## config.mk

```make
export PLATFORM = sky130hd
export DESIGN_NAME = sensor_frame_check_accumulate
export DESIGN_NICKNAME = d
export VERILOG_FILES = /design/src/sfca_pkg.sv /design/src/sfca_frame_decode.sv /design/src/sensor_frame_check_accumulate.sv
export SDC_FILE = /design/constraint.sdc
export NUM_CORES = 2
export LEC_CHECK = 0
export BUFFER_PORTS_ARGS = -buffer_cell sky130_fd_sc_hd__buf_2
export CELL_PAD_IN_SITES_DETAIL_PLACEMENT = 0
export CELL_PAD_IN_SITES_GLOBAL_PLACEMENT = 1
export CORE_UTILIZATION = 30
export DETAILED_ROUTE_END_ITERATION = 8
export GPL_TIMING_DRIVEN = 0
export PLACE_DENSITY = 0.64
export SYNTH_ARGS = -nofsm -noshare
export SYNTH_HDL_FRONTEND = slang
export SYNTH_HIERARCHICAL = 1
export SYNTH_SLANG_ARGS = --single-unit
```

## constraint.sdc

```tcl
create_clock -name clk -period 23.5 [get_ports clk]
set_input_delay 4.7 -clock clk [delete_from_list [all_inputs] [get_ports clk]]
set_output_delay 4.7 -clock clk [all_outputs]
set_load 0.05 [all_outputs]
```

## src/sfca_pkg.sv

```systemverilog
// Shared types, codes and CRC helpers for the sensor frame check and accumulate block.
`timescale 1ns / 1ps

package sfca_pkg;

  // Default widths of the internal accumulators
  localparam int SFCA_COUNT_BITS = 24;
  localparam int SFCA_SUM_BITS   = 48;

  // Fixed widths of the reported fields
  localparam int SFCA_SUM_OUT_W   = 48;
  localparam int SFCA_COUNT_OUT_W = 24;

  // Operation codes
  localparam logic OP_FRAME    = 1'b0;
  localparam logic OP_SNAPSHOT = 1'b1;

  // Slot codes
  localparam logic [2:0] SLOT_DISCARD = 3'd0;
  localparam logic [2:0] SLOT_X       = 3'd1;
  localparam logic [2:0] SLOT_Y       = 3'd2;
  localparam logic [2:0] SLOT_Z       = 3'd3;
  localparam logic [2:0] SLOT_TILT    = 3'd4;
  localparam logic [2:0] SLOT_TEMP    = 3'd5;

  // Round valid bit positions
  localparam int VBIT_X    = 0;
  localparam int VBIT_Y    = 1;
  localparam int VBIT_Z    = 2;
  localparam int VBIT_TILT = 3;

  // CRC-8 constants
  localparam logic [7:0] CRC_POLY = 8'h1D;
  localparam logic [7:0] CRC_INIT = 8'hFF;

  // Tilt value before any valid tilt word: -100
  localparam logic [15:0] TILT_RESET = 16'hFF9C;

  typedef struct packed {
    logic        operation;
    logic [31:0] frame_word;
    logic [2:0]  slot;
  } sfca_req_t;

  typedef struct packed {
    logic                 crc_ok;
    logic [4:0]           reg_addr;
    logic [1:0]           return_status;
    logic signed [15:0]   payload;
    logic signed [47:0]   sum_x;
    logic signed [47:0]   sum_y;
    logic signed [47:0]   sum_z;
    logic signed [47:0]   sum_temperature;
    logic [23:0]          sample_count;
    logic signed [15:0]   last_tilt;
    logic [31:0]          frames_seen;
    logic [31:0]          frames_good;
  } sfca_rsp_t;

  // Decoded frame fields handed from the decoder to the top level
  typedef struct packed {
    logic               crc_ok;
    logic [4:0]         reg_addr;
    logic [1:0]         return_status;
    logic signed [15:0] payload;
  } sfca_info_t;

  // Bit-serial CRC-8, MSB first; used only to build constants at elaboration
  function automatic logic [7:0] crc8_serial(input logic [23:0] data, input logic [7:0] init);
    logic [7:0] c;
    logic       fb;
    c = init;
    for (int b = 23; b >= 0; b--) begin
      fb = c[7] ^ data[b];
      c  = {c[6:0], 1'b0};
      if (fb) begin
        c = c ^ CRC_POLY;
      end
    end
    return c;
  endfunction

  // Contribution of each data bit to the CRC register (zero init)
  function automatic logic [23:0][7:0] crc8_columns();
    logic [23:0][7:0] cols;
    for (int j = 0; j < 24; j++) begin
      cols[j] = crc8_serial(24'd1 << j, 8'h00);
    end
    return cols;
  endfunction

endpackage

```

## src/sfca_frame_decode.sv

```systemverilog
// Frame decoder: parallel CRC-8 check and field split of one response frame.
`timescale 1ns / 1ps

module sfca_frame_decode (
  input  logic [31:0]         frame_word,
  output sfca_pkg::sfca_info_t info
);
  import sfca_pkg::*;

  // CRC is linear: fixed init term plus one column per set data bit
  localparam logic [23:0][7:0] CRC_COLS = crc8_columns();
  localparam logic [7:0]       CRC_BASE = crc8_serial(24'd0, CRC_INIT);

  logic [7:0] crc_reg;

  // XOR of independent column terms
  always_comb begin
    crc_reg = CRC_BASE;
    for (int j = 0; j < 24; j++) begin
      if (frame_word[8 + j]) begin
        crc_reg = crc_reg ^ CRC_COLS[j];
      end
    end
  end

  // Field split
  assign info.crc_ok        = (~crc_reg) == frame_word[7:0];
  assign info.reg_addr      = frame_word[30:26];
  assign info.return_status = frame_word[25:24];
  assign info.payload       = frame_word[23:8];

endmodule

```

## src/sensor_frame_check_accumulate.sv

```systemverilog
// Top level: frame register, round accumulation and registered result.
// A request accepted into the input register moves on to the result register once that register is free.
// Throughput: one request per cycle while the result is not stalled; the input register and the result register
// form a two-entry pipeline, so a request is taken while a result waits.
// All work for a request is one pass of CRC, compare and add between those registers.
// Reset (rst, synchronous): sums, count and counters clear, tilt goes to -100.
`timescale 1ns / 1ps

module sensor_frame_check_accumulate #(
  parameter int COUNT_BITS = sfca_pkg::SFCA_COUNT_BITS,
  parameter int SUM_BITS   = sfca_pkg::SFCA_SUM_BITS
) (
  input  logic                clk,
  input  logic                rst,
  input  logic                frame_valid,
  output logic                frame_stall,
  input  sfca_pkg::sfca_req_t frame,
  output logic                result_valid,
  input  logic                result_stall,
  output sfca_pkg::sfca_rsp_t result
);
  import sfca_pkg::*;

  // Pipeline control
  logic      s1_valid;
  sfca_req_t s1;
  logic      frame_take;
  logic      result_take;
  logic      result_free;
  logic      s1_move;

  // Block state
  logic [SUM_BITS-1:0]   acc_x;
  logic [SUM_BITS-1:0]   acc_y;
  logic [SUM_BITS-1:0]   acc_z;
  logic [SUM_BITS-1:0]   acc_temp;
  logic [COUNT_BITS-1:0] round_count;
  logic [15:0]           tilt_hold;
  logic [15:0]           round_values [4];
  logic [3:0]            round_valid;
  logic [31:0]           frame_total;
  logic [31:0]           frame_ok_total;

  logic [SUM_BITS-1:0]   acc_x_next;
  logic [SUM_BITS-1:0]   acc_y_next;
  logic [SUM_BITS-1:0]   acc_z_next;
  logic [SUM_BITS-1:0]   acc_temp_next;
  logic [COUNT_BITS-1:0] round_count_next;
  logic [15:0]           tilt_hold_next;
  logic [15:0]           round_values_next [4];
  logic [3:0]            round_valid_next;
  logic [31:0]           frame_total_next;
  logic [31:0]           frame_ok_total_next;

  sfca_info_t    info;
  sfca_rsp_t     result_next;
  logic          hit;
  logic          commit;
  logic [1:0]    slot_idx;
  logic [63:0]   wide_x;
  logic [63:0]   wide_y;
  logic [63:0]   wide_z;
  logic [63:0]   wide_temp;
  logic [31:0]   wide_count;

  // Handshake
  assign result_take = result_valid && !result_stall;
  assign result_free = !result_valid || result_take;
  assign s1_move     = s1_valid && result_free;
  assign frame_stall = s1_valid && !result_free;
  assign frame_take  = frame_valid && !frame_stall;

  sfca_frame_decode u_decode (
    .frame_word (s1.frame_word),
    .info       (info)
  );

  assign hit      = info.crc_ok && (info.reg_addr == {2'b00, s1.slot});
  assign slot_idx = 2'(s1.slot - SLOT_X);
  assign commit   = hit && (round_valid[VBIT_Z:VBIT_X] == 3'b111) && !(&round_count);

  // Next state and result for the request in the input register
  always_comb begin
    acc_x_next          = acc_x;
    acc_y_next          = acc_y;
    acc_z_next          = acc_z;
    acc_temp_next       = acc_temp;
    round_count_next    = round_count;
    tilt_hold_next      = tilt_hold;
    round_values_next   = round_values;
    round_valid_next    = round_valid;
    frame_total_next    = frame_total;
    frame_ok_total_next = frame_ok_total;

    if (s1.operation == OP_FRAME) begin
      frame_total_next = frame_total + 32'd1;
      if (info.crc_ok) begin
        frame_ok_total_next = frame_ok_total + 32'd1;
      end
      unique case (s1.slot) inside
        SLOT_X, SLOT_Y, SLOT_Z, SLOT_TILT: begin
          round_values_next[slot_idx] = info.payload;
          round_valid_next[slot_idx]  = hit;
        end
        SLOT_TEMP: begin
          if (commit) begin
            acc_x_next       = acc_x + {{(SUM_BITS-16){round_values[0][15]}}, round_values[0]};
            acc_y_next       = acc_y + {{(SUM_BITS-16){round_values[1][15]}}, round_values[1]};
            acc_z_next       = acc_z + {{(SUM_BITS-16){round_values[2][15]}}, round_values[2]};
            acc_temp_next    = acc_temp + {{(SUM_BITS-16){info.payload[15]}}, info.payload};
            round_count_next = round_count + COUNT_BITS'(1);
            if (round_valid[VBIT_TILT]) begin
              tilt_hold_next = round_values[3];
            end
          end
          round_valid_next = '0;
        end
        default: begin
        end
      endcase
    end

    // Reported sums: after this frame, or before the clear for a snapshot
    wide_x     = 64'(acc_x_next);
    wide_y     = 64'(acc_y_next);
    wide_z     = 64'(acc_z_next);
    wide_temp  = 64'(acc_temp_next);
    wide_count = 32'(round_count_next);

    result_next.sum_x           = wide_x[SFCA_SUM_OUT_W-1:0];
    result_next.sum_y           = wide_y[SFCA_SUM_OUT_W-1:0];
    result_next.sum_z           = wide_z[SFCA_SUM_OUT_W-1:0];
    result_next.sum_temperature = wide_temp[SFCA_SUM_OUT_W-1:0];
    result_next.sample_count    = wide_count[SFCA_COUNT_OUT_W-1:0];
    result_next.last_tilt       = tilt_hold_next;
    result_next.frames_seen     = frame_total_next;
    result_next.frames_good     = frame_ok_total_next;

    if (s1.operation == OP_SNAPSHOT) begin
      result_next.crc_ok        = 1'b0;
      result_next.reg_addr      = '0;
      result_next.return_status = '0;
      result_next.payload       = '0;
      acc_x_next                = '0;
      acc_y_next                = '0;
      acc_z_next                = '0;
      acc_temp_next             = '0;
      round_count_next          = '0;
    end else begin
      result_next.crc_ok        = info.crc_ok;
      result_next.reg_addr      = info.reg_addr;
      result_next.return_status = info.return_status;
      result_next.payload       = info.payload;
    end
  end

  // Input register
  always_ff @(posedge clk) begin
    if (rst) begin
      s1_valid <= 1'b0;
    end else if (frame_take) begin
      s1_valid <= 1'b1;
    end else if (s1_move) begin
      s1_valid <= 1'b0;
    end
    if (frame_take) begin
      s1 <= frame;
    end
  end

  // Result register
  always_ff @(posedge clk) begin
    if (rst) begin
      result_valid <= 1'b0;
    end else if (s1_move) begin
      result_valid <= 1'b1;
    end else if (result_take) begin
      result_valid <= 1'b0;
    end
    if (s1_move) begin
      result <= result_next;
    end
  end

  // Block state update
  always_ff @(posedge clk) begin
    if (rst) begin
      acc_x          <= '0;
      acc_y          <= '0;
      acc_z          <= '0;
      acc_temp       <= '0;
      round_count    <= '0;
      tilt_hold      <= TILT_RESET;
      round_values   <= '{default: '0};
      round_valid    <= '0;
      frame_total    <= '0;
      frame_ok_total <= '0;
    end else if (s1_move) begin
      acc_x          <= acc_x_next;
      acc_y          <= acc_y_next;
      acc_z          <= acc_z_next;
      acc_temp       <= acc_temp_next;
      round_count    <= round_count_next;
      tilt_hold      <= tilt_hold_next;
      round_values   <= round_values_next;
      round_valid    <= round_valid_next;
      frame_total    <= frame_total_next;
      frame_ok_total <= frame_ok_total_next;
    end
  end

  // Checks
  a_stall_only_when_full: assert property (@(posedge clk) disable iff (rst)
    frame_stall |-> (s1_valid && result_valid && result_stall))
    else $error("stall raised while pipeline has room");

  a_snapshot_clears: assert property (@(posedge clk) disable iff (rst)
    (s1_move && s1.operation == OP_SNAPSHOT) |=> (acc_x == '0 && round_count == '0))
    else $error("snapshot did not clear sums and count");

  a_count_monotonic: assert property (@(posedge clk) disable iff (rst)
    (s1_move && s1.operation == OP_FRAME) |=> (round_count >= $past(round_count)))
    else $error("round count went down on a frame");

  a_frame_counted: assert property (@(posedge clk) disable iff (rst)
    (s1_move && s1.operation == OP_FRAME) |=> (frame_total == $past(frame_total) + 32'd1))
    else $error("frame counter did not advance");

endmodule
```

==> flow_metrics.tcl <==
set metrics [dict create \
    fmax_mhz 99.73 \
    cts.path.max_buffers 3 \
    status "finished clean" \
    setup_viol_count_final 0 \
    die_w_um 357.3 \
    cts_tree "built" \
    drtIter0Drc 2144 \
    hpwl_um 94940 \
    drc 0 \
    yosys.cell_types.count 82 \
    final_core_util 0.3623 \
    final-seq-area_um2 18020 \
    cts_sinks 722 \
    synth_ff_type "dfxtp_1" \
    rows 129 \
    antenna_found_initial 9 \
    crit_fanout 3 \
    reg2regPathDepth 15 \
    wl_per_cell_um 20.68 \
    worstSetupPathType "input port to output pin" \
    rsz0062_at_grt "no" \
    hold_depth 2 \
    die_y_um 357.3 \
    seqPwrFrac 0.441 \
    nets 4705 \
    drv_cap 0 \
    hold-path-endpoint "tilt_hold[5]$_SDFFE_PP0P_" \
    fin_cells 6181 \
    vdd_ir_drop_max_v 0.00006812 \
    coreArea_um2 124400 \
    pin_count 362 \
    post_cts_buffers 0 \
    busiest_layer "met2" \
    hold_buffers 0 \
    route.vias.total 31029 \
    p_leak_nw 17.16 \
    p_int_mw 2.286 \
    clk_latency_ps 710 \
    syn_nets 4251 \
    synth_top_area_share 0.2823 \
    fin_crit_ps 10030 \
    synth_warnings 6 \
    viasPerCell 5.020 \
    power_switching_uw 809.2 \
    gr-total-overflow 0 \
    fin_worst_skew_ps 55.80 \
    track_usage 0.1950 \
    fin_setup_tns_ps 0 \
    p_sw_frac 0.2615 \
    crit_required_ps 18800 \
    place.gp.congestion 0.8766 \
    critPathLaunchType "input port" \
    postSynthAreaPerCell_um2 9.430 \
    hp-class "register to register" \
    netlist_area_um2 37870 \
    synth-seq-cells 722 \
    cts_resized 0 \
    final_cell_area_um2 45080 \
    hold_viol_final 0 \
    pwr_density_cell_nw_per_um2 68.65 \
    yosys.area.top_type "edfxtp_1" \
    portBuffers 360 \
    r2r-end "result[261]$_DFFE_PP_" \
    use_met1 0.2679 \
    worst_pin_slew_ps 1301 \
    root_buffer "clkbuf_16" \
    synth-seq-area-share 0.4757 \
    grt_pass1_vias 29840 \
    first_pass_iters 7 \
    fillers 12709 \
    timing.slew.headroom 0.1246 \
    wl_um 127800 \
    initial_core_util 0.3043 \
    holdCritStartpoint "tilt_hold[5]$_SDFFE_PP0P_" \
    synthTopCellsByArea "edfxtp_1, dfxtp_1, ha_1" \
    p_comb_frac 0.080 \
    period_share 0.4267 \
    grt_pass1_wl_um 187900 \
    grt_max_degree 69 \
    h-tree-depth 3 \
    die_area_um2 127700 \
    multiInputGateArea_um2 18740 \
    async_flop_share 0 \
    reg2reg_slack_ps 17140 \
    numCtsBuffers 86 \
    numPlacedInstances 6019 \
    rr_startpoint "s1[27]$_DFFE_PP_" \
    synthCells 4016 \
    syn2layout_area_growth_pct 19.04 \
    num_antenna_cells 0 \
    drt.antenna.violating_nets 0 \
    cp_data_arrival_time_ps 5330 \
    path_clk_slew_ps 60 \
    synth_edf_count 356 \
    met2_usage 0.3217 \
    drive_gt1_frac 0.1314 \
    endpoint_kind "output pin" \
    hold_ws_ps 450.0 \
    grt_use_met3 0.02235 \
    slew_viol_final 0 \
    clock_power_share 0.479 \
    placed_area_um2 41900 \
]
[worst max-delay path by stage]
| stage | startpoint | to | slack (ps) | depth (start not counted) |
|---|---|---|---|---|
| floorplan | result_stall | round_count[10]$_SDFFE_PP0P_ | 7970 | 8 |
| global placement | result_stall | round_count[16]$_SDFFE_PP0P_ | 1700 | 9 |
| detailed placement | result_stall | frame_stall | 13470 | 3 |
| CTS | result_stall | frame_stall | 13470 | 3 |
| global route | result_stall | frame_stall | 13450 | 3 |
| finish | result_stall | frame_stall | 13470 | 3 |
[per-layer routing]
layer  share of wire  up-vias
li1                -    15301
met1            0.47    14983
met2            0.47      607
met3           0.040      138
met4           0.022        0
met5               0        -
[cells by family after synthesis]
group | share of synthesized area
AND/OR/NAND/NOR | 0.1582
XOR/XNOR | 0.08550
flip-flops | 0.4757
multiplexers | 0.006178
adder cells (fa/ha/maj) | 0.06522
buffers and inverters | 0.02973
AO/OA/AOI/OAI | 0.1795
[worst max-delay path, cell delays in order]
cell and delay [ps]:
buf_2 90, and3_1 240, buf_2 290
[synth_stat cells, drive strengths merged, types with 19 or more instances]
cell type  instances
a21o             112
nor3              39
a31oi             26
a2bb2oi           36
nand2            631
mux2              19
nand4             62
xnor2            184
nand2b            32
inv               42
xor2             158
nor2             300
o21ai            381
buf               50
nand3             82
and3              41
a21oi            319
nor2b             44
dfxtp            366
edfxtp           356
clkbuf           176
a22oi             71
or3               42
o21bai            33
ha               191
[cells in the final DEF, fill, tap and decap left out, types with 16 or more instances in the layout]
cell       count
and2_1        16
mux2_2        19
nand3_1       82
a31oi_1       26
a21o_1       112
xor2_1       158
ha_1         191
a22oi_1       71
o21bai_1      33
clkbuf_16     89
nand2b_1      32
dfxtp_1      363
clkbuf_1     192
and3_1        41
or3_1         42
edfxtp_1     356
a2bb2oi_1     36
buf_2        380
o21ai_0      378
nor2b_1       43
buf_4         23
nand4_1       62
inv_1         42
nor3_1        37
xnor2_1      183
nand2_1      631
a21oi_1      318
nand3b_1      16
o21a_1        16
nor2_1       299
[sequential cells by signal, summed over array words and instances (netlist names)]
name            flops
result_valid        1
s1                 36
acc_temp           48
round_values       64
round_count        24
acc_x              48
frame_total        32
result            320
round_valid         4
s1_valid            1
acc_y              48
tilt_hold          16
frame_ok_total     32
acc_z              48
[power by group through the flow]
stage | clock network, mW | registers (mW) | logic, mW
finish | 1.48 | 1.36 | 0.248
global route | 1.57 | 1.37 | 0.260
CTS | 1.53 | 1.37 | 0.250
detailed placement | 0 | 1.39 | 0.250
global placement | 0 | 1.41 | 0.246
floorplan | 0 | 1.49 | 0.0777
[metrics by stage]
| step | setup slack [ps] | total power, mW |
|---|---|---|
| floorplan | 7972 | 1.572 |
| detailed placement | 13470 | 1.642 |
| global route | 13450 | 3.199 |
| global placement | 1698 | 1.656 |
| finish | 13470 | 3.095 |
| CTS | 13470 | 3.144 |
[cell type report]
class / count / share of cell area
repair buffers: 366 / 0.04346
well taps: 1637 / 0.04543
multi-input cells: 3026 / 0.4157
plain buffers: 226 / 0.02156
clock buffers: 119 / 0.05456
clock inverters: 43 / 0.01604
inverters: 42 / 0.003497
flip-flops and latches: 722 / 0.3997
(Power assumes the default switching activity.)
